--- config.mk ---
export PLATFORM = sky130hd
export DESIGN_NAME = fomm_cell
export DESIGN_NICKNAME = d
export VERILOG_FILES = /design/src/rtl/fomm_pkg.sv /design/src/rtl/fomm_cell.sv
export SDC_FILE = /design/constraint.sdc
export NUM_CORES = 2
export LEC_CHECK = 0
export BUFFER_PORTS_ARGS = -buffer_cell sky130_fd_sc_hd__buf_2
export CAP_MARGIN = 30
export CORE_AREA = 2 2 235 469
export DETAILED_ROUTE_END_ITERATION = 8
export DIE_AREA = 0 0 237 471
export GPL_ROUTABILITY_DRIVEN = 0
export PLACE_DENSITY_LB_ADDON = 0.1
export SLEW_MARGIN = 10
export SYNTH_ARGS = -nofsm -noshare
export SYNTH_HDL_FRONTEND = slang
export SYNTH_SLANG_ARGS = --single-unit
--- constraint.sdc ---
create_clock -name clk -period 1.2 [get_ports clk]
set_clock_uncertainty 0.1 [all_clocks]
set_input_delay 0 -clock clk [delete_from_list [all_inputs] [get_ports clk]]
set_output_delay 0 -clock clk [all_outputs]
set_load 0.02 [all_outputs]
--- src/rtl/fomm_pkg.sv ---
// Package for the field-oriented mecanum mixer: beat types, cell data,
// tangent and wheel coefficient tables. No dependencies.
package fomm_pkg;

    localparam int FRAC_BITS      = 15;
    localparam int QUADRANT_STEPS = 90;
    localparam int OCTANT         = 45;
    localparam int DEG_TURN       = 360;
    localparam int HALF_TURN      = 180;
    localparam int THREE_QUARTER  = 270;
    localparam longint TAN_UNIT   = 64'd1000000000;
    localparam logic [14:0] DEADBAND_RESET = 15'd1638;

    // Chain of cells: sqrt needs one cell per root bit, the others ride along
    localparam int SQRT_STEPS   = 16;
    localparam int MOD_STEPS    = 11;
    localparam int SEARCH_STEPS = 6;
    localparam int CHAIN_LEN    = SQRT_STEPS;
    localparam int STEP_W       = $clog2(CHAIN_LEN);
    localparam logic [15:0] SIG_ONE = 16'd32768;

    typedef struct packed {
        logic signed [15:0] joy_x;
        logic signed [15:0] joy_y;
        logic signed [15:0] turn_rate;
        logic signed [23:0] heading_raw;
    } cmd_t;

    typedef struct packed {
        logic signed [15:0] front_left_drive;
        logic signed [15:0] front_right_drive;
        logic signed [15:0] back_left_drive;
        logic signed [15:0] back_right_drive;
    } result_t;

    // Work in flight inside one cell
    typedef struct packed {
        logic [31:0]        rem;
        logic [15:0]        root;
        logic [19:0]        gyro;
        logic               gyro_neg;
        logic [5:0]         k;
        logic               exact;
        logic [45:0]        nu;
        logic [15:0]        den;
        logic signed [15:0] turn;
        logic               x_zero;
        logic               y_zero;
        logic               x_neg;
        logic               y_neg;
        logic               swap;
    } cell_t;

    typedef logic [FRAC_BITS:0] coef_tab_t [0:OCTANT];

    // tan(k deg) in units of 1e-9
    function automatic logic [29:0] tan_lut(input logic [5:0] k);
        logic [29:0] v;
        case (k)
            6'd0:  v = 30'd0;          6'd1:  v = 30'd17455065;
            6'd2:  v = 30'd34920770;   6'd3:  v = 30'd52407779;
            6'd4:  v = 30'd69926812;   6'd5:  v = 30'd87488664;
            6'd6:  v = 30'd105104235;  6'd7:  v = 30'd122784561;
            6'd8:  v = 30'd140540835;  6'd9:  v = 30'd158384440;
            6'd10: v = 30'd176326981;  6'd11: v = 30'd194380309;
            6'd12: v = 30'd212556562;  6'd13: v = 30'd230868191;
            6'd14: v = 30'd249328003;  6'd15: v = 30'd267949192;
            6'd16: v = 30'd286745386;  6'd17: v = 30'd305730681;
            6'd18: v = 30'd324919696;  6'd19: v = 30'd344327613;
            6'd20: v = 30'd363970234;  6'd21: v = 30'd383864035;
            6'd22: v = 30'd404026226;  6'd23: v = 30'd424474816;
            6'd24: v = 30'd445228685;  6'd25: v = 30'd466307658;
            6'd26: v = 30'd487732589;  6'd27: v = 30'd509525449;
            6'd28: v = 30'd531709432;  6'd29: v = 30'd554309051;
            6'd30: v = 30'd577350269;  6'd31: v = 30'd600860619;
            6'd32: v = 30'd624869352;  6'd33: v = 30'd649407593;
            6'd34: v = 30'd674508517;  6'd35: v = 30'd700207538;
            6'd36: v = 30'd726542528;  6'd37: v = 30'd753554050;
            6'd38: v = 30'd781285627;  6'd39: v = 30'd809784033;
            6'd40: v = 30'd839099631;  6'd41: v = 30'd869286738;
            6'd42: v = 30'd900404044;  6'd43: v = 30'd932515086;
            6'd44: v = 30'd965688775;  6'd45: v = 30'd1000000000;
            default: v = 30'd0;
        endcase
        return v;
    endfunction

    // Wheel coefficients, tangent rounded half up to FRAC_BITS fraction bits
    function automatic coef_tab_t build_coef();
        coef_tab_t tab;
        longint    v;
        for (int i = 0; i <= OCTANT; i++)
        begin
            v = ((longint'(tan_lut(6'(i))) << FRAC_BITS) + TAN_UNIT / 2) / TAN_UNIT;
            tab[i] = (FRAC_BITS + 1)'(v);
        end
        return tab;
    endfunction

    localparam coef_tab_t COEF_TAB = build_coef();

endpackage

--- src/rtl/fomm_cell.sv ---
// One cell of the chain: a root bit, a mod-360 step and an angle search step.
// Depends on fomm_pkg.
module fomm_cell
    import fomm_pkg::*;
(
    input  logic              clk,
    input  logic              rst_n,
    input  logic [STEP_W-1:0] step,
    input  logic              in_valid,
    input  cell_t             in_data,
    output logic              out_valid,
    output cell_t             out_data
);

    logic [STEP_W-1:0] rb;
    logic [33:0]       delta;
    logic [3:0]        ms;
    logic [19:0]       mv;
    logic [5:0]        cand, sel;
    logic [45:0]       prod;
    logic              valid_reg;
    cell_t             data_reg, data_next;

    always_comb
    begin
        data_next = in_data;

        // Square root: try the next root bit
        rb    = STEP_W'(CHAIN_LEN - 1) - step;
        delta = (34'(in_data.root) << (rb + 1'b1)) + (34'd1 << (5'(rb) << 1));
        if ({2'b0, in_data.rem} >= delta)
        begin
            data_next.rem  = 32'({2'b0, in_data.rem} - delta);
            data_next.root = in_data.root | (16'd1 << rb);
        end

        // Gyro degrees mod 360, one shifted subtract
        ms = 4'(MOD_STEPS - 1) - 4'(step);
        mv = 20'(DEG_TURN) << ms;
        if ((step < STEP_W'(MOD_STEPS)) && (in_data.gyro >= mv))
            data_next.gyro = in_data.gyro - mv;

        // Tangent table search, then the exact-hit check
        cand = in_data.k | (6'd1 << (3'(SEARCH_STEPS - 1) - 3'(step)));
        sel  = (step < STEP_W'(SEARCH_STEPS)) ? cand : in_data.k;
        prod = 46'(in_data.den) * 46'(tan_lut(sel));
        if ((step < STEP_W'(SEARCH_STEPS)) && (cand <= 6'(OCTANT)) && (in_data.nu >= prod))
            data_next.k = cand;
        if (step == STEP_W'(SEARCH_STEPS))
            data_next.exact = in_data.nu == prod;
    end

    always_ff @(posedge clk or negedge rst_n)
    begin
        if (!rst_n)
            valid_reg <= 1'b0;
        else
            valid_reg <= in_valid;
    end

    always_ff @(posedge clk)
    begin
        data_reg <= data_next;
    end

    assign out_valid = valid_reg;
    assign out_data  = data_reg;

endmodule

Yosys cells after proc, flatten, opt, wreduce, memory -nomap -nowiden
Memory sizes are Yosys's and may differ from the RTL's.
Index checks and enable logic that the tools add are counted.
W data, S select, Z words.
{ "classes": {"mul": 1, "muxes": 5, "n_eq_ne": 2, "magnitude_cmp": 6, "addsub": 7, "bitwise": 2, "shifts": 5, "reduce_logical": 3} }
{ "ops": {"columns": ["cell", "count"], "rows": [
  ["$mux W48", 1],
  ["$eq A46 B46 Y1", 1],
  ["$ge A46 B46 Y1", 1],
  ["$mul A16 B30 Y46", 1],
  ["$add A34 B34 Y34", 1],
  ["$ge A32 B34 Y1", 1],
  ["$shl A1 B5 Y34 const A", 1],
  ["$shl A16 B4 Y34", 1],
  ["$sub A32 B32 Y32", 1],
  ["$ge A20 B20 Y1", 1],
  ["$mux W20", 1],
  ["$shl A9 B4 Y20 const A", 1],
  ["$sub A20 B20 Y20", 1],
  ["$or A16 B16 Y16", 1],
  ["$shl A1 B4 Y16 const A", 1],
  ["$mux W6", 2],
  ["$sub A4 B4 Y4 const A", 2],
  ["$le A6 B6 Y1 const B", 1],
  ["$or A6 B6 Y6", 1],
  ["$shl A1 B3 Y6 const A", 1],
  ["$add A4 B1 Y4 const B", 1],
  ["$eq A4 B3 Y1 const B", 1],
  ["$lt A4 B3 Y1 const B", 1],
  ["$lt A4 B4 Y1 const B", 1],
  ["other kinds (3)", 5]
]} }
{ "word_totals": {"out_inout_bits": 160, "romBits": 1920, "word_cells": 47, "memories": 1, "regBits": 160, "in_bits": 166} }
{ "mem_list": {"columns": ["name", "words", "word_bits", "read_ports", "rd_ports_with_merged_regs", "write_ports", "line", "rtl"], "rows": [
  ["(no name shown)", 64, 30, 1, 0, 0, "fomm_pkg.sv:59", "case (k)"]
]} }

Depth between registers and ports, before layout
An unclocked memory read counts as a cell.
{ "depth": {"ltp_word": 9, "depth_mapped": 50, "depth_no_buf": 45} }

Least setup slack after synthesis
OpenSTA, ideal clock, no wires.
{ "synth_timing": {"path_kind": "input to register", "startpoint": "in step[2]", "endpoint": "reg data_reg (netlist bit out_data[84])", "arrival_time_ns": 10.227, "path_slack_ns": -9.185, "setup_ns": 0.058, "stages": 42, "cell_sequence": "clkbuf_1 inv_1 ha_1 clkbuf_1 a31oi_1 inv_1 clkbuf_1 ha_1 clkbuf_1 nor2_1 o311ai_0 o21ai_0 a21oi_1 clkbuf_1 nand2_1 fa_1 inv_1 fa_1 (+6 left out) and3_1 a221o_1 a21oi_1 nand3b_1 o21ai_0 o21ai_0 a31oi_1 mux2i_1 nor2_1 ha_1 nand4_1 nor2_1 nand2_1 or4_1 nor2_1 nor4_1 a21oi_1 a31o_2"} }
{ "synth_rtl": {"columns": ["item", "line", "rtl"], "rows": [
  ["start: declaration", "fomm_cell.sv:8", "input logic [STEP_W-1:0] step,"],
  ["end signal: assignment", "fomm_cell.sv:63", "data_reg <= data_next;"],
  ["end: declaration", "fomm_cell.sv:22", "cell_t data_reg, data_next;"]
]} }

==> results.ini <==
[run_status]
status=complete, but fails checks
violations=hold timing, setup timing

[timing]
rsz0062_at_grt=true
period_share_pct=769.2
hold_viol_final=1
fin_ws_ns=-8.030
setup_viol=72
setup_tns_ns=-265.77
drv_slew=0
min_period_ns=9.230
relSlewSlack_pct=60.23
fmax_ghz=0.1083
worst_slew_pin_slew_ns=0.5890
hold_slack_ns=-0.1945

[route]
drc=0
wire_per_inst_um=18.94
dr_total_vias=27010
antenna_left=0
drtPass1Iterations=6
vias_per_cell=4.613
drtIter0Drc=1249
routed_wl_um=110900

[synth]
syn_area_um2=26870
synth.avg_cell_area_um2=8.572
async_flop_share_pct=0.6250
syn_inst=3134
ys_ff_latch=160
yosysWarnings=0
ys_seq_area_share_pct=11.94
post_synth_num_cell_types=88
synth_nets=3954
synth_edf_count=0
synth_ff_type=dfxtp_1

[critical_path]
cp_data_required_time_ns=1.58
cpMostUsedCell=fa_1
path_class=in2reg
critical_path.max_stage_delay_ns=0.56
cp_slowest_cell=fa_2
end_kind=flop
crit_path_max_fanout=6
cp.arrival_ns=9.61
cp-start-kind=primary input

[cts]
cts_buffers=17
cts_htree_levels=4
clkSinkCount=160
clk_pin_slew_ns=0.07
cts_hold_buf=218
cts.path.max_buffers=2
tritoncts=yes
clockRootBuffer=clkbuf_16

[global_routing]
first_global_vias=28660
grtUsageMet1_pct=26.82
use_met2_pct=32.39
grtUsageMet3_pct=3.506
antenna_found_initial=10
grt_pass1_wl_um=169100
grtUsageTotal_pct=19.90
grt.busiest_layer=met2
grt.overflow.total=0
grt_max_degree=30

[placed_design]
post-place-ws_ns=-9.501
dp_hpwl_um=90020
port_buffers=325

[floorplan]
die_area_um2=111600
io_pins=326
core_um2=108000
die_h_um=471
initial_core_util_pct=24.86
fp.dieW_um=237
rows=171

[cells_and_area]
fin_util_pct=39.02
areaGrowthSynthToFinish_pct=56.93
drive_gt1_share_pct=37.21
fin_nets=5273

[min_path]
hp-class=in2reg

[run]
maxCapViolCount=0

## registers in the layout, indices dropped and copies added, names as in the netlist
register and flops:
out_valid 1, out_data 159
## cells in the mapped netlist (18+ instances only)
master | instances | share of area (%)
a211oi_1 | 20 | 0.56
a21o_1 | 74 | 2.1
a21oi_1 | 142 | 2.6
a31oi_1 | 37 | 0.86
and2_1 | 212 | 4.9
buf_2 | 20 | 0.37
clkbuf_1 | 128 | 1.8
dfxtp_1 | 159 | 12
fa_1 | 391 | 29
ha_1 | 263 | 12
inv_1 | 388 | 5.4
mux2_2 | 20 | 0.84
mux2i_1 | 24 | 0.89
nand2_1 | 451 | 6.3
nand2b_1 | 18 | 0.42
nand3_1 | 39 | 0.73
nand4_1 | 18 | 0.42
nor2_1 | 125 | 1.7
nor2b_1 | 19 | 0.44
nor3_1 | 44 | 0.82
o211ai_1 | 20 | 0.56
o21a_1 | 19 | 0.53
o21ai_0 | 146 | 2.7
o21bai_1 | 18 | 0.50
o22ai_1 | 19 | 0.44
o31ai_1 | 25 | 0.70
xnor2_1 | 48 | 1.6
xor2_1 | 50 | 1.6
## cells in the final DEF, fill, tap and decap left out, types with 97 or more instances in the layout
master and instances:
inv_1 368, nor2_1 108, o21ai_0 97, buf_4 819, a21oi_1 104, buf_2 314, fa_1 366, ha_1 215
and2_1 203, dlygate4sd3_1 218, nand2_1 435, dfxtp_1 156
## kinds of logic after synthesis
logic type / count (synthesis) / synth area share, %
xor gates and xnor gates: 99 / 3.297
AOI/OAI and AO/OA: 628 / 15.31
muxes: 57 / 2.850
adders and majority gates: 654 / 41.38
buffers and inverters: 551 / 7.847
DFF: 160 / 11.94
and+or+nand+nor: 985 / 17.37
## area by class of cell
cell class,instances,area (um^2)
fill,11050,65890
multi-input combinational,2424,23520
timing repair buffer,1458,11550
sequential,160,3214
tap,1384,1732
inverter,392,1496
clock buffer,17,425.4
clock inverter,15,212.7
antenna,5,12.51
## per-layer routing
metal | vias up | part of all wire, % | routed length [um]
met5 | - | 0.088 | 98
met4 | 14 | 2.3 | 2580
met3 | 131 | 5.3 | 5829
met2 | 711 | 46 | 51070
met1 | 13140 | 46 | 51290
li1 | 13020 | - | -
## path summary, 6_finish.rpt
check | cells past startpoint | start | slack [ns] | endpoint
max | 46 | step[1] | -8.03 | out_data[89]
min | 3 | in_data[128] | -0.19 | out_data[128]
max in group asynchronous | 3 | rst_n | 0.71 | out_valid
min in group asynchronous | 3 | rst_n | 0.18 | out_valid
## worst max-delay path: cells and delay by family
kind | cells | cell delay, ns
AOI/OAI and AO/OA | 12 | 1.90
buffers and inverters | 11 | 1.10
and+or+nand+nor | 13 | 2.46
adders and majority gates | 10 | 4.11
## repair_timing
action / in CTS / in global routing
buffers inserted: 70 / 43
setup endpoints to repair: 81 / 73
pin swaps: 144 / 114
gates cloned: 6 / 4
endpoints found under the hold margin: 161 / 1
resized for setup: 294 / 154
## stage by stage
step / cell area, um^2 / std cells
after floorplan: 27630 / 3134
after global placement: 36420 / 5482
after detailed placement: 36430 / 5483
after CTS: 41080 / 5807
after global routing: 42150 / 5851
final: 42160 / 5855
Power is not shown: default switching activity piles up to over one toggle a cycle in this logic, so the estimate is an artifact.
