[config.mk]
export PLATFORM = sky130hd
export DESIGN_NAME = fomm_back
export DESIGN_NICKNAME = d
export VERILOG_FILES = /design/src/rtl/fomm_pkg.sv /design/src/rtl/fomm_back.sv
export SDC_FILE = /design/constraint.sdc
export NUM_CORES = 1
export LEC_CHECK = 0
export BUFFER_PORTS_ARGS = -buffer_cell sky130_fd_sc_hd__buf_4
export CAP_MARGIN = 20
export CORE_UTILIZATION = 30
export DETAILED_ROUTE_END_ITERATION = 6
export GPL_ROUTABILITY_DRIVEN = 0
export PLACE_DENSITY_LB_ADDON = 0.08
export SLEW_MARGIN = 20
export SYNTH_ARGS = -nofsm -noshare
export SYNTH_HDL_FRONTEND = slang
export SYNTH_SLANG_ARGS = --single-unit
[constraint.sdc]
create_clock -name clk -period 8.85 [get_ports clk]
set_input_delay 1.77 -clock clk [delete_from_list [all_inputs] [get_ports clk]]
set_output_delay 1.77 -clock clk [all_outputs]
set_load 0.005 [all_outputs]
[src/rtl/fomm_pkg.sv]
// Package for the field-oriented mecanum mixer: beat types, cell data,
// tangent and wheel coefficient tables. No dependencies.
package fomm_pkg;

    localparam int FRAC_BITS      = 15;
    localparam int QUADRANT_STEPS = 90;
    localparam int OCTANT         = 45;
    localparam int DEG_TURN       = 360;
    localparam int HALF_TURN      = 180;
    localparam int THREE_QUARTER  = 270;
    localparam longint TAN_UNIT   = 64'd1000000000;
    localparam logic [14:0] DEADBAND_RESET = 15'd1638;

    // Chain of cells: sqrt needs one cell per root bit, the others ride along
    localparam int SQRT_STEPS   = 16;
    localparam int MOD_STEPS    = 11;
    localparam int SEARCH_STEPS = 6;
    localparam int CHAIN_LEN    = SQRT_STEPS;
    localparam int STEP_W       = $clog2(CHAIN_LEN);
    localparam logic [15:0] SIG_ONE = 16'd32768;

    typedef struct packed {
        logic signed [15:0] joy_x;
        logic signed [15:0] joy_y;
        logic signed [15:0] turn_rate;
        logic signed [23:0] heading_raw;
    } cmd_t;

    typedef struct packed {
        logic signed [15:0] front_left_drive;
        logic signed [15:0] front_right_drive;
        logic signed [15:0] back_left_drive;
        logic signed [15:0] back_right_drive;
    } result_t;

    // Work in flight inside one cell
    typedef struct packed {
        logic [31:0]        rem;
        logic [15:0]        root;
        logic [19:0]        gyro;
        logic               gyro_neg;
        logic [5:0]         k;
        logic               exact;
        logic [45:0]        nu;
        logic [15:0]        den;
        logic signed [15:0] turn;
        logic               x_zero;
        logic               y_zero;
        logic               x_neg;
        logic               y_neg;
        logic               swap;
    } cell_t;

    typedef logic [FRAC_BITS:0] coef_tab_t [0:OCTANT];

    // tan(k deg) in units of 1e-9
    function automatic logic [29:0] tan_lut(input logic [5:0] k);
        logic [29:0] v;
        case (k)
            6'd0:  v = 30'd0;          6'd1:  v = 30'd17455065;
            6'd2:  v = 30'd34920770;   6'd3:  v = 30'd52407779;
            6'd4:  v = 30'd69926812;   6'd5:  v = 30'd87488664;
            6'd6:  v = 30'd105104235;  6'd7:  v = 30'd122784561;
            6'd8:  v = 30'd140540835;  6'd9:  v = 30'd158384440;
            6'd10: v = 30'd176326981;  6'd11: v = 30'd194380309;
            6'd12: v = 30'd212556562;  6'd13: v = 30'd230868191;
            6'd14: v = 30'd249328003;  6'd15: v = 30'd267949192;
            6'd16: v = 30'd286745386;  6'd17: v = 30'd305730681;
            6'd18: v = 30'd324919696;  6'd19: v = 30'd344327613;
            6'd20: v = 30'd363970234;  6'd21: v = 30'd383864035;
            6'd22: v = 30'd404026226;  6'd23: v = 30'd424474816;
            6'd24: v = 30'd445228685;  6'd25: v = 30'd466307658;
            6'd26: v = 30'd487732589;  6'd27: v = 30'd509525449;
            6'd28: v = 30'd531709432;  6'd29: v = 30'd554309051;
            6'd30: v = 30'd577350269;  6'd31: v = 30'd600860619;
            6'd32: v = 30'd624869352;  6'd33: v = 30'd649407593;
            6'd34: v = 30'd674508517;  6'd35: v = 30'd700207538;
            6'd36: v = 30'd726542528;  6'd37: v = 30'd753554050;
            6'd38: v = 30'd781285627;  6'd39: v = 30'd809784033;
            6'd40: v = 30'd839099631;  6'd41: v = 30'd869286738;
            6'd42: v = 30'd900404044;  6'd43: v = 30'd932515086;
            6'd44: v = 30'd965688775;  6'd45: v = 30'd1000000000;
            default: v = 30'd0;
        endcase
        return v;
    endfunction

    // Wheel coefficients, tangent rounded half up to FRAC_BITS fraction bits
    function automatic coef_tab_t build_coef();
        coef_tab_t tab;
        longint    v;
        for (int i = 0; i <= OCTANT; i++)
        begin
            v = ((longint'(tan_lut(6'(i))) << FRAC_BITS) + TAN_UNIT / 2) / TAN_UNIT;
            tab[i] = (FRAC_BITS + 1)'(v);
        end
        return tab;
    endfunction

    localparam coef_tab_t COEF_TAB = build_coef();

endpackage

[src/rtl/fomm_back.sv]
// Exit stages: field angle, quadrant, wheel coefficient, product, turn mix.
// Depends on fomm_pkg.
module fomm_back
    import fomm_pkg::*;
(
    input  logic    clk,
    input  logic    rst_n,
    input  logic    in_valid,
    input  cell_t   in_data,
    output logic    done,
    output result_t result
);

    logic [6:0]  tq;
    logic [8:0]  comp, gdeg, fa, th_base;
    logic signed [9:0] diff;
    logic [1:0]  quad_next;
    logic [6:0]  th;
    logic signed [7:0] d;
    logic [5:0]  idx;

    logic                 b1_valid_reg, b2_valid_reg, done_reg;
    logic [15:0]          mag_reg, mag_next;
    logic [FRAC_BITS:0]   coef_reg;
    logic                 dneg_reg;
    logic [1:0]           q1_reg, q2_reg;
    logic signed [15:0]   t1_reg, t2_reg;
    logic [31:0]          prod;
    logic [15:0]          pmag;
    logic signed [16:0]   p_reg, p_next, m_reg;
    logic signed [16:0]   fl, fr, bl, br;
    result_t              result_reg, result_next;

    // Wheel value plus half the turn, saturated, halved toward zero
    function automatic logic signed [15:0] mix(input logic signed [16:0] v,
                                               input logic signed [15:0] t);
        logic signed [18:0] s;
        logic signed [18:0] h;
        s = 19'(v) * 19'sd2 + 19'(t);
        if (s > 19'sd65534)
            s = 19'sd65534;
        if (s < -19'sd65534)
            s = -19'sd65534;
        h = (s < 0) ? -((-s) >>> 1) : (s >>> 1);
        return h[15:0];
    endfunction

    // Compass angle, field angle, quadrant and table index
    always_comb
    begin
        if (!in_data.swap)
            tq = 7'(in_data.k);
        else if (in_data.exact)
            tq = 7'(QUADRANT_STEPS) - 7'(in_data.k);
        else
            tq = 7'(QUADRANT_STEPS - 1) - 7'(in_data.k);

        if (in_data.x_zero)
            comp = (in_data.y_zero || in_data.y_neg) ? 9'd0 : 9'(HALF_TURN);
        else if (in_data.y_zero)
            comp = in_data.x_neg ? 9'(THREE_QUARTER) : 9'(QUADRANT_STEPS);
        else if (!in_data.x_neg && in_data.y_neg)
            comp = 9'(tq);
        else if (!in_data.x_neg)
            comp = in_data.exact ? 9'(HALF_TURN) - 9'(tq) : 9'(HALF_TURN - 1) - 9'(tq);
        else if (in_data.y_neg)
            comp = in_data.exact ? 9'(DEG_TURN) - 9'(tq) : 9'(DEG_TURN - 1) - 9'(tq);
        else
            comp = 9'(HALF_TURN) + 9'(tq);

        gdeg = (in_data.gyro_neg && (in_data.gyro != 20'd0))
             ? 9'(DEG_TURN) - 9'(in_data.gyro) : 9'(in_data.gyro);
        diff = 10'(comp) - 10'(gdeg);
        fa   = (diff < 0) ? 9'(diff + 10'sd360) : 9'(diff);

        if (fa >= 9'(THREE_QUARTER))
        begin
            quad_next = 2'd3;
            th_base   = 9'(THREE_QUARTER);
        end
        else if (fa >= 9'(HALF_TURN))
        begin
            quad_next = 2'd2;
            th_base   = 9'(HALF_TURN);
        end
        else if (fa >= 9'(QUADRANT_STEPS))
        begin
            quad_next = 2'd1;
            th_base   = 9'(QUADRANT_STEPS);
        end
        else
        begin
            quad_next = 2'd0;
            th_base   = 9'd0;
        end
        th  = 7'(fa - th_base);
        d   = 8'sd45 - 8'(th);
        idx = (d < 0) ? 6'(-d) : 6'(d);
        mag_next = (in_data.root > SIG_ONE) ? SIG_ONE : in_data.root;
    end

    // Product rounded half away from zero, sign applied after
    always_comb
    begin
        prod   = 32'(mag_reg) * 32'(coef_reg);
        pmag   = 16'((prod + (32'd1 << (FRAC_BITS - 1))) >> FRAC_BITS);
        p_next = dneg_reg ? -17'(pmag) : 17'(pmag);
    end

    // Quadrant routing to the wheel pairs
    always_comb
    begin
        case (q2_reg)
            2'd0:
            begin
                fl = m_reg;  br = -m_reg; fr = -p_reg; bl = p_reg;
            end
            2'd1:
            begin
                fr = m_reg;  bl = -m_reg; br = -p_reg; fl = p_reg;
            end
            2'd2:
            begin
                fl = -m_reg; br = m_reg;  fr = p_reg;  bl = -p_reg;
            end
            default:
            begin
                fr = -m_reg; bl = m_reg;  fl = -p_reg; br = p_reg;
            end
        endcase
        result_next.front_left_drive  = mix(fl, t2_reg);
        result_next.front_right_drive = mix(fr, t2_reg);
        result_next.back_left_drive   = mix(bl, t2_reg);
        result_next.back_right_drive  = mix(br, t2_reg);
    end

    always_ff @(posedge clk or negedge rst_n)
    begin
        if (!rst_n)
        begin
            b1_valid_reg <= 1'b0;
            b2_valid_reg <= 1'b0;
            done_reg     <= 1'b0;
        end
        else
        begin
            b1_valid_reg <= in_valid;
            b2_valid_reg <= b1_valid_reg;
            done_reg     <= b2_valid_reg;
        end
    end

    always_ff @(posedge clk)
    begin
        mag_reg    <= mag_next;
        coef_reg   <= COEF_TAB[idx];
        dneg_reg   <= d < 0;
        q1_reg     <= quad_next;
        t1_reg     <= in_data.turn;
        p_reg      <= p_next;
        m_reg      <= 17'(mag_reg);
        q2_reg     <= q1_reg;
        t2_reg     <= t1_reg;
        result_reg <= result_next;
    end

    assign done   = done_reg;
    assign result = result_reg;

endmodule

# Yosys cells after proc, flatten, opt, wreduce, memory -nomap -nowiden
# Memory sizes are Yosys's and may differ from the RTL's. A register that Yosys moved wholly into a read port is not among the register bits.
# Cells that the tools add are included.
# totals
regBits	153
rom_bits	1024
out_inout_bits	65
word_cells	112
n_memories	1
# mem_list
memory	words	word_bits	read_ports	rd_ports_with_merged_regs	wr	line	rtl
(no name shown)	64	16	1	1	0	fomm_back.sv:156	coef_reg <= COEF_TAB[idx];
# classes
add_sub_neg	29
mul	1
order_cmp	18
eq_ne	2
n_mux	36
n_bitwise	1
reduce_logical	7
# ops
operator	count
$pmux W17 S3	4
$mux W19	8
$mux W9	10
$neg A17 Y17	5
$mux W16	5
$add A18 B16 Y19	4
$gt A19 B17 Y1 const B	4
$lt A19 B1 Y1 const B	4
$lt A19 B17 Y1 const B	4
$neg A16 Y16	4
$mux W7	5
$neg A16 Y17	2
$add A31 B15 Y31 const B	1
$mul A16 B16 Y31	1
$reduce_bool A20 Y1	1
$sub A8 B7 Y9 const A	2
$sub A9 B7 Y9 const A	2
$gt A16 B16 Y1 const B	1
$sub A7 B6 Y7 const A	2
$lt A10 B1 Y1 const B	1
$sub A9 B9 Y10	1
$add A8 B7 Y9 const A	1
$add A9 B9 Y9 const B	1
$ge A9 B7 Y1 const B	1
other kinds (18)	20

# Depth between registers and ports, before layout
# Gate-level depths: netlist of the first run.
# depth
ltp_word	22
ltp_mapped	46
depth_no_buf	42

# Least setup slack after synthesis of the first run
# No wires, ideal clock.
# synth_timing
kind	register to register
from	register p_reg[0]
to	register result_reg, in the netlist result[63]
setup_time_ps	121
arrival_ps	9428
t_required_ps	8729
slack_ps	-699
stages_incl_launch_ff	47
period_less_slack_ps	9549
path_cell_list	dfxtp_1 > inv_1 > ha_1 > nand2b_1 > or4_1 > or2_2 > nor3_1 > nand2b_1 > or3_1 > clkbuf_1 > nor3_1 > xnor2_1 > mux4_2 > o31a_1 > ha_1 > clkbuf_1 > a21o_1 > o21bai_1 > (+11 left out) > clkbuf_1 > clkbuf_1 > clkbuf_1 > nor2_1 > nand2_1 > ha_1 > clkbuf_1 > inv_1 > or3_1 > nor2_1 > nand3_1 > nor2_1 > a21boi_0 > a2bb2oi_1 > or2_1 > nor4_1 > mux2i_1 > xnor2_1
# synth_rtl
element	line	rtl
from (decl)	fomm_back.sv:30	logic signed [16:0] p_reg, p_next, m_reg;
from (signal assigned)	fomm_back.sv:160	p_reg <= p_next;
to (signal assigned)	fomm_back.sv:164	result_reg <= result_next;
to (decl)	fomm_back.sv:32	result_t result_reg, result_next;

# Worst setup path in the final report of the first run
# layout_timing
from	input in_data[85] in the netlist's numbering
to	register coef_reg[2]
# layout_between
elab_chain_len	22
# layout_lines
element	line	rtl
from (decl)	fomm_back.sv:9	input cell_t in_data,
$sub A7 B6 Y7, on equally long branches	fomm_back.sv:56, fomm_back.sv:54	
$mux W7	fomm_back.sv:53	else if (in_data.exact)
$mux W7 *	fomm_back.sv:51	if (!in_data.swap)
$sub A9 B7 Y9	fomm_back.sv:67	comp = in_data.exact ? 9'(DEG_TURN) - 9'(tq) : 9'(DEG_TURN - 1) - 9'(tq);
$mux W9	fomm_back.sv:67	
$mux W9	fomm_back.sv:66	else if (in_data.y_neg)
$mux W9	fomm_back.sv:64	else if (!in_data.x_neg)
$mux W9 *	fomm_back.sv:62	else if (!in_data.x_neg && in_data.y_neg)
(+6 left out)	--	
$mux W7	fomm_back.sv:86	else if (fa >= 9'(QUADRANT_STEPS))
$mux W7	fomm_back.sv:81	else if (fa >= 9'(HALF_TURN))
$mux W7	fomm_back.sv:76	if (fa >= 9'(THREE_QUARTER))
$sub A7 B7 Y7 *	fomm_back.sv:96	th = 7'(fa - th_base);
$sub A6 B7 Y8 *	fomm_back.sv:97	d = 8'sd45 - 8'(th);
$lt A8 B1 Y1 / $neg A6 Y6 (equally long branches)	fomm_back.sv:98	idx = (d < 0) ? 6'(-d) : 6'(d);
$mux W6 *	fomm_back.sv:98	
$not A6 Y7 (not written as such) *	fomm_back.sv:156	
to (decl)	fomm_back.sv:24	logic [FRAC_BITS:0] coef_reg;
# Every way passes the cells marked *; elsewhere a longest branch is shown, timed or not.
# A chain may end at the register's enable or synchronous reset.

==> metrics, run 1 <==
status=completed; # IOs=227; synth cell count leaders=nand2_1 (392), inv_1 (316), nor2_1 (241), ha_1 (225), a21oi_1 (218); HPWL after DPL=72.2 mm; Die Y-Extent=305 um; Slowest cell on crit path=or2_4; Area contributors post-synth=fa_1 (14%), dfxtp_1 (12%), ha_1 (10%), nand2_1 (5.4%), inv_1 (4.3%); crit start category=primary input; multiplexer area fraction after synthesis=0.0369; crit path DAT=8.95 ns; Core Region=90,400 um2; clk_lat worst skew=0.52 ns; Initial Utilization=0.304; Slew @ Worst Pin=~0.98 ns; Fin. Hold Viols=0; crit path from=in_data[85]; GR Overflow Total=0; wire per inst=17.5 um; Largest stage delay, worst path=0.33 ns; die area=92,900 um2; Netlist cell types=~120; Syn. warnings=0; final worst-path cycle share=0.966; main flop type after synthesis=dfxtp_1; vias in the first global route=26,100; Post-synth EDFFs=0; Post-Synth XOR/XNOR Area=0.0666; CP top delay family=compound AO/OA/AOI/OAI gates; FF/Latch Area=3400 um2; fraction of layout cells with a size suffix above 1=0.196; Ant. Diodes=0; Core Rows=110; Clock Skews=roughly 0.021 ns; R2R depth=36; Post-Synth Simple-Gate Area=0.228; router iterations before antenna repair=7; Die Width=~300 um; minimum period implied by the final worst setup slack=between 8 and 9 ns; post-synthesis adder-cell area fraction=0.248; max_cap viols=0; most used cell, CP=buf_4; clock slew at reported path FFs=around 0.07 ns; most frequent cell after synthesis=nand2_1; critical path type=in2reg; Num CTS Buffers=17; Num Clock Sinks=169; Synth Register Bits=169; FMAX=roughly 120 MHz; multi-input logic area=22,900 um2; Post-Syn Area per Cell=~7.7 um2; asr flop ratio synth=0.0178; max FFs per register=64; via count=26,400; register area share after synthesis=0.124; DR DRC count=0; share of the synthesized area in the top cell type=0.145; Relative slew margins=0.345; Final Non-Filler Cells=5,087; P&R area growth vs syn=21.7%; Total GRT Usage=0.192; Reg-to-Reg End=result[47]; Tightest Hold Check Type=reg2reg; largest net degree at the start of global routing=38; CTS Root Buffer Type=clkbuf_16; r2r setup slk=0.45 ns; dominant cell type by area after synthesis=fa_1; NumNets Final=4,485; Max Buffers Root-to-Sink=2; Syn Std Cell Area=approximately 27,000 um2; filler cell count=9,646; cts hold-fix bufs=0; Synth Area in Compound Gates=0.225; Slew Viols, Final=0; crit path max fanout=8; placed insts=5,027; crit path buf inv count=11; Worst EP required=9.25 ns; Post-Route WL=roughly 90 mm; H-tree depth=4; Initial DRC Count=~1,400; main combinational cell family by area after synthesis=adder cells; PortBufs=132; CTS tree=done; Final Setup Violations=0; Synth Instances=3,560; worst r2r src=p_reg[0]; Final ANT Viol Nets=0; RSZ-0062 raised after global routing=yes; first-pass GRT wire length=144 mm; Syn Nets=between 4,000 and 5,000; antenna violations before repair=1; Avg Vias per Cell=5.19; setup_tns=0 ns; CP Capture Type=flip-flop; CP Depth=41; CP Capture Point=coef_reg[2]
[cell type report]
cell class / count / share of cell area
sequential: 169 / 0.102
tap: 1176 / 0.0440
multi-input combinational: 2878 / 0.684
clock buffer: 20 / 0.0137
clock inverter: 11 / 0.00337
timing repair buffer: 509 / 0.117
inverter: 324 / 0.0367
[layout by cell type (no fill, tap or decap), types with 14 or more instances in the layout]
master,synthesis,final
xor2_1,79,74
dfxtp_1,166,164
buf_4,2,495
nand3_1,84,82
nor3_1,98,90
nand2_1,392,390
o21ai_1,14,16
a21o_1,61,61
nor4_1,36,31
a31oi_1,42,37
and3_1,30,30
fa_1,199,198
or3_1,38,35
a21oi_1,218,205
clkbuf_16,0,18
mux2i_1,63,63
or2_2,18,15
nor2b_1,61,60
nor2_1,241,231
nand2b_1,31,30
o211ai_1,44,44
xnor2_1,122,117
a211oi_1,65,61
o211a_1,15,15
inv_1,316,310
and2_1,120,119
o21ai_0,154,145
a221oi_1,14,14
o21a_1,35,34
nand4_1,37,37
a21oi_2,3,16
ha_1,225,214
o31ai_1,23,22
[worst register-to-register path, delay by kind of cell (launching register included)]
family          cells  cell delay [ns]
fa+ha+maj           4             1.00
compound gates     14             2.94
flops               1             0.34
xor+xnor            1             0.14
simple gates       15             3.74
buf+inv             2             0.17
[metal layers]
metal | GRT usage | wire, um | up-vias
li1 | - | - | 13200
met1 | 0.252 | 41600 | 12700
met3 | 0.0241 | 2790 | 77
met5 | 0 | 0 | -
met4 | 0.0485 | 1580 | 0
met2 | 0.331 | 43200 | 428
[stage by stage]
stage / hold WS, ns / worst slack, ns / util / area (um2)
final: 0.328 / 0.304 / 0.370 / 33400
after global routing: 0.336 / -0.0563 / 0.370 / 33400
after CTS: 0.330 / 0.00105 / 0.361 / 32700
after global placement: 0.310 / -0.750 / 0.354 / 32000
after detailed placement: 0.312 / -0.759 / 0.354 / 32000
after floorplan: 0.310 / 0.00804 / - / 27700
[how the worst min path moves through the flow]
stage / start / endpoint / slack, ns / cells past startpoint
floorplan: q1_reg[0] / q2_reg[0] / 0.31 / 0
finish: t1_reg[12] / t2_reg[12] / 0.33 / 0
global route: t1_reg[13] / t2_reg[13] / 0.34 / 0
global placement: t1_reg[6] / t2_reg[6] / 0.31 / 0
detailed placement: t1_reg[4] / t2_reg[4] / 0.31 / 0
CTS: t1_reg[13] / t2_reg[13] / 0.33 / 0
[cells by family after synthesis]
group | count (synthesis)
multiplexers | 87
buffers and inverters | 513
flip-flops | 169
AND/OR/NAND/NOR | 1263
adder cells (fa/ha/maj) | 425
AO/OA/AOI/OAI | 898
XOR/XNOR | 205
[what timing repair did]
| action | in CTS | in global routing |
|---|---|---|
| cloned | 0 | 2 |
| endpoints found under the setup margin | 15 | 53 |
| endpoints found under the hold margin | 0 | 0 |
| pin swaps | 11 | 52 |
| resized for setup | 11 | 129 |
| setup buffers | 7 | 20 |
Power of run 1 is left out: the tool's default activity adds up to more than one toggle a clock period on the data nets, which glitch-free logic cannot reach.
==> run 2: changes to the inputs <==
--- a/config.mk
+++ b/config.mk
@@ -11,6 +11,7 @@
 export DETAILED_ROUTE_END_ITERATION = 6
 export GPL_ROUTABILITY_DRIVEN = 0
 export PLACE_DENSITY_LB_ADDON = 0.08
+export RECOVER_POWER = 100
 export SLEW_MARGIN = 20
 export SYNTH_ARGS = -nofsm -noshare
 export SYNTH_HDL_FRONTEND = slang
==> run 2 against run 1 <==
First-iteration DRC count down 3.8%. The run now ends with design-rule violations left. Worst hold slack about the same. Fmax about the same. Register-to-register slack about the same. Core utilization shrank 0.11 points.
==> metrics, run 2 (synthesized netlist as in run 1, its figures left out) <==
vias in the first global route=26,100 (unchanged); Clock Skews=0.0207 ns (+0.000233 ns); CP Depth=41 (unchanged); Die Width=305 um (unchanged); die area=92,900 um2 (unchanged); final worst-path cycle share=0.966 (about the same); setup_tns=0 ns (unchanged); commonest non-fill, non-tap cell in the layout=buf_4; P&R area growth vs syn=21.3%; # IOs=227 (unchanged); crit start category=primary input; Final Setup Violations=0 (unchanged); Tightest Hold Check Type=reg2reg; CTS tree=done; critical path type=in2reg; CP Capture Type=flip-flop; max_cap viols=0 (unchanged); failing checks=design-rule violations; r2r setup slk=0.46 ns (about the same); Area after DPL=32,000 um2 (unchanged); GR Overflow Total=0 (unchanged); Die Y-Extent=305 um (unchanged); most frequent cells in the layout=buf_4 (395), nand2_1 (390), inv_1 (310); CP Capture Point=coef_reg[2]; Final ANT Viol Nets=0 (unchanged); Core Rows=110 (unchanged); DR DRC count=1 (+1); Reg-to-Reg End=result[47]; crit path DAT=8.95 ns (about the same); Avg Vias per Cell=5.19 (about the same); H-tree depth=4 (unchanged); Slew @ Worst Pin=1.11 ns (+0.130 ns); Total GRT Usage=0.192 (unchanged); RSZ-0062 raised after global routing=yes; router iterations before antenna repair=7 (unchanged); first-pass GRT wire length=144 mm (unchanged); Num CTS Buffers=17 (unchanged); PortBufs=132 (unchanged); cts hold-fix bufs=0 (unchanged); CP top delay family=compound AO/OA/AOI/OAI gates; max FFs per register=64 (unchanged); Core Region=90,400 um2 (unchanged); largest net degree at the start of global routing=38 (unchanged); filler cell count=9,661 (+0.16%); most used cell, CP=buf_4; Initial Utilization=0.304 (unchanged); Fin. Hold Viols=0 (unchanged); crit path from=in_data[85]; Post-Route WL=89.0 mm (about the same); minimum period implied by the final worst setup slack=8.55 ns (+0.00478 ns); Slew Viols, Final=0 (unchanged); worst r2r src=p_reg[0]; Num Clock Sinks=169 (unchanged); HPWL after DPL=72.2 mm (unchanged); fraction of layout cells with a size suffix above 1=0.189 (-0.00665); NumNets Final=4,485 (unchanged); clock slew at reported path FFs=0.07 ns (about the same); FF/Latch Area=3400 um2 (unchanged); crit path buf inv count=11 (unchanged); status=finished with violations; Initial DRC Count=1,308 (-3.8%); Max Buffers Root-to-Sink=2 (unchanged); FMAX=117 MHz (about the same); multi-input logic area=22,900 um2 (unchanged); design area=33,400 um2 (-0.29%); via count=26,400 (+0.027%); wire per inst=17.5 um (about the same); Final Util=0.369 (-0.00108); Slowest cell on crit path=or2_4; CTS Root Buffer Type=clkbuf_16; Relative slew margins=0.258 (-0.0868); Ant. Diodes=0 (unchanged); Largest stage delay, worst path=0.33 ns (about the same); crit path max fanout=8 (unchanged); antenna violations before repair=1 (unchanged); Worst EP required=9.25 ns (about the same); R2R depth=37 (+2.8%); clk_lat worst skew=0.52 ns (about the same)
run 2: cell types whose count changed in the layout (fill, tap and decap cells not counted), sizes merged:
| cell | previous run | this run |
|---|---|---|
| buf | 508 | 408 |
| clkbuf | 21 | 121 |
run 2: what timing repair did:
action                                 CTS  global route
endpoints found under the hold margin    0             0
buffers inserted                         7            20
setup endpoints to repair               15            53
gates resized for setup                 11           129
pin swaps                               11            52
cloned                                   0             2
run 2: through the flow:
| step | setup WS, ns | hold slack, ns | instances |
|---|---|---|---|
| 6_report | 0.299 | 0.328 | 5087 |
| 5_1_grt | -0.0563 | 0.336 | 5087 |
| 3_5_place_dp | -0.759 | 0.312 | 5027 |
| 3_3_place_gp | -0.750 | 0.310 | 5027 |
| 4_1_cts | 0.00105 | 0.330 | 5065 |
| 2_1_floorplan | 0.00804 | 0.310 | 3560 |
run 2: worst min path at each step:
| stage | start | endpoint | depth (start not counted) |
|---|---|---|---|
| after floorplan | q1_reg[0] | q2_reg[0] | 0 |
| after global placement | t1_reg[6] | t2_reg[6] | 0 |
| after detailed placement | t1_reg[4] | t2_reg[4] | 0 |
| after CTS | t1_reg[13] | t2_reg[13] | 0 |
| after global routing | t1_reg[13] | t2_reg[13] | 0 |
| final | t1_reg[12] | t2_reg[12] | 0 |
run 2: final cells by class:
class / instances / area share
multi-input combinational: 2878 / 0.686
clock buffer: 20 / 0.0137
sequential: 169 / 0.102
timing repair buffer: 509 / 0.114
clock inverter: 11 / 0.00338
inverter: 324 / 0.0368
tap: 1176 / 0.0441
run 2: routing by layer:
metal	wire length, um	global-route usage
met1	41500	0.252
met2	43200	0.331
met3	2800	0.0241
met4	1470	0.0485
met5	0	0
Power of run 2 is left out for the same reason.
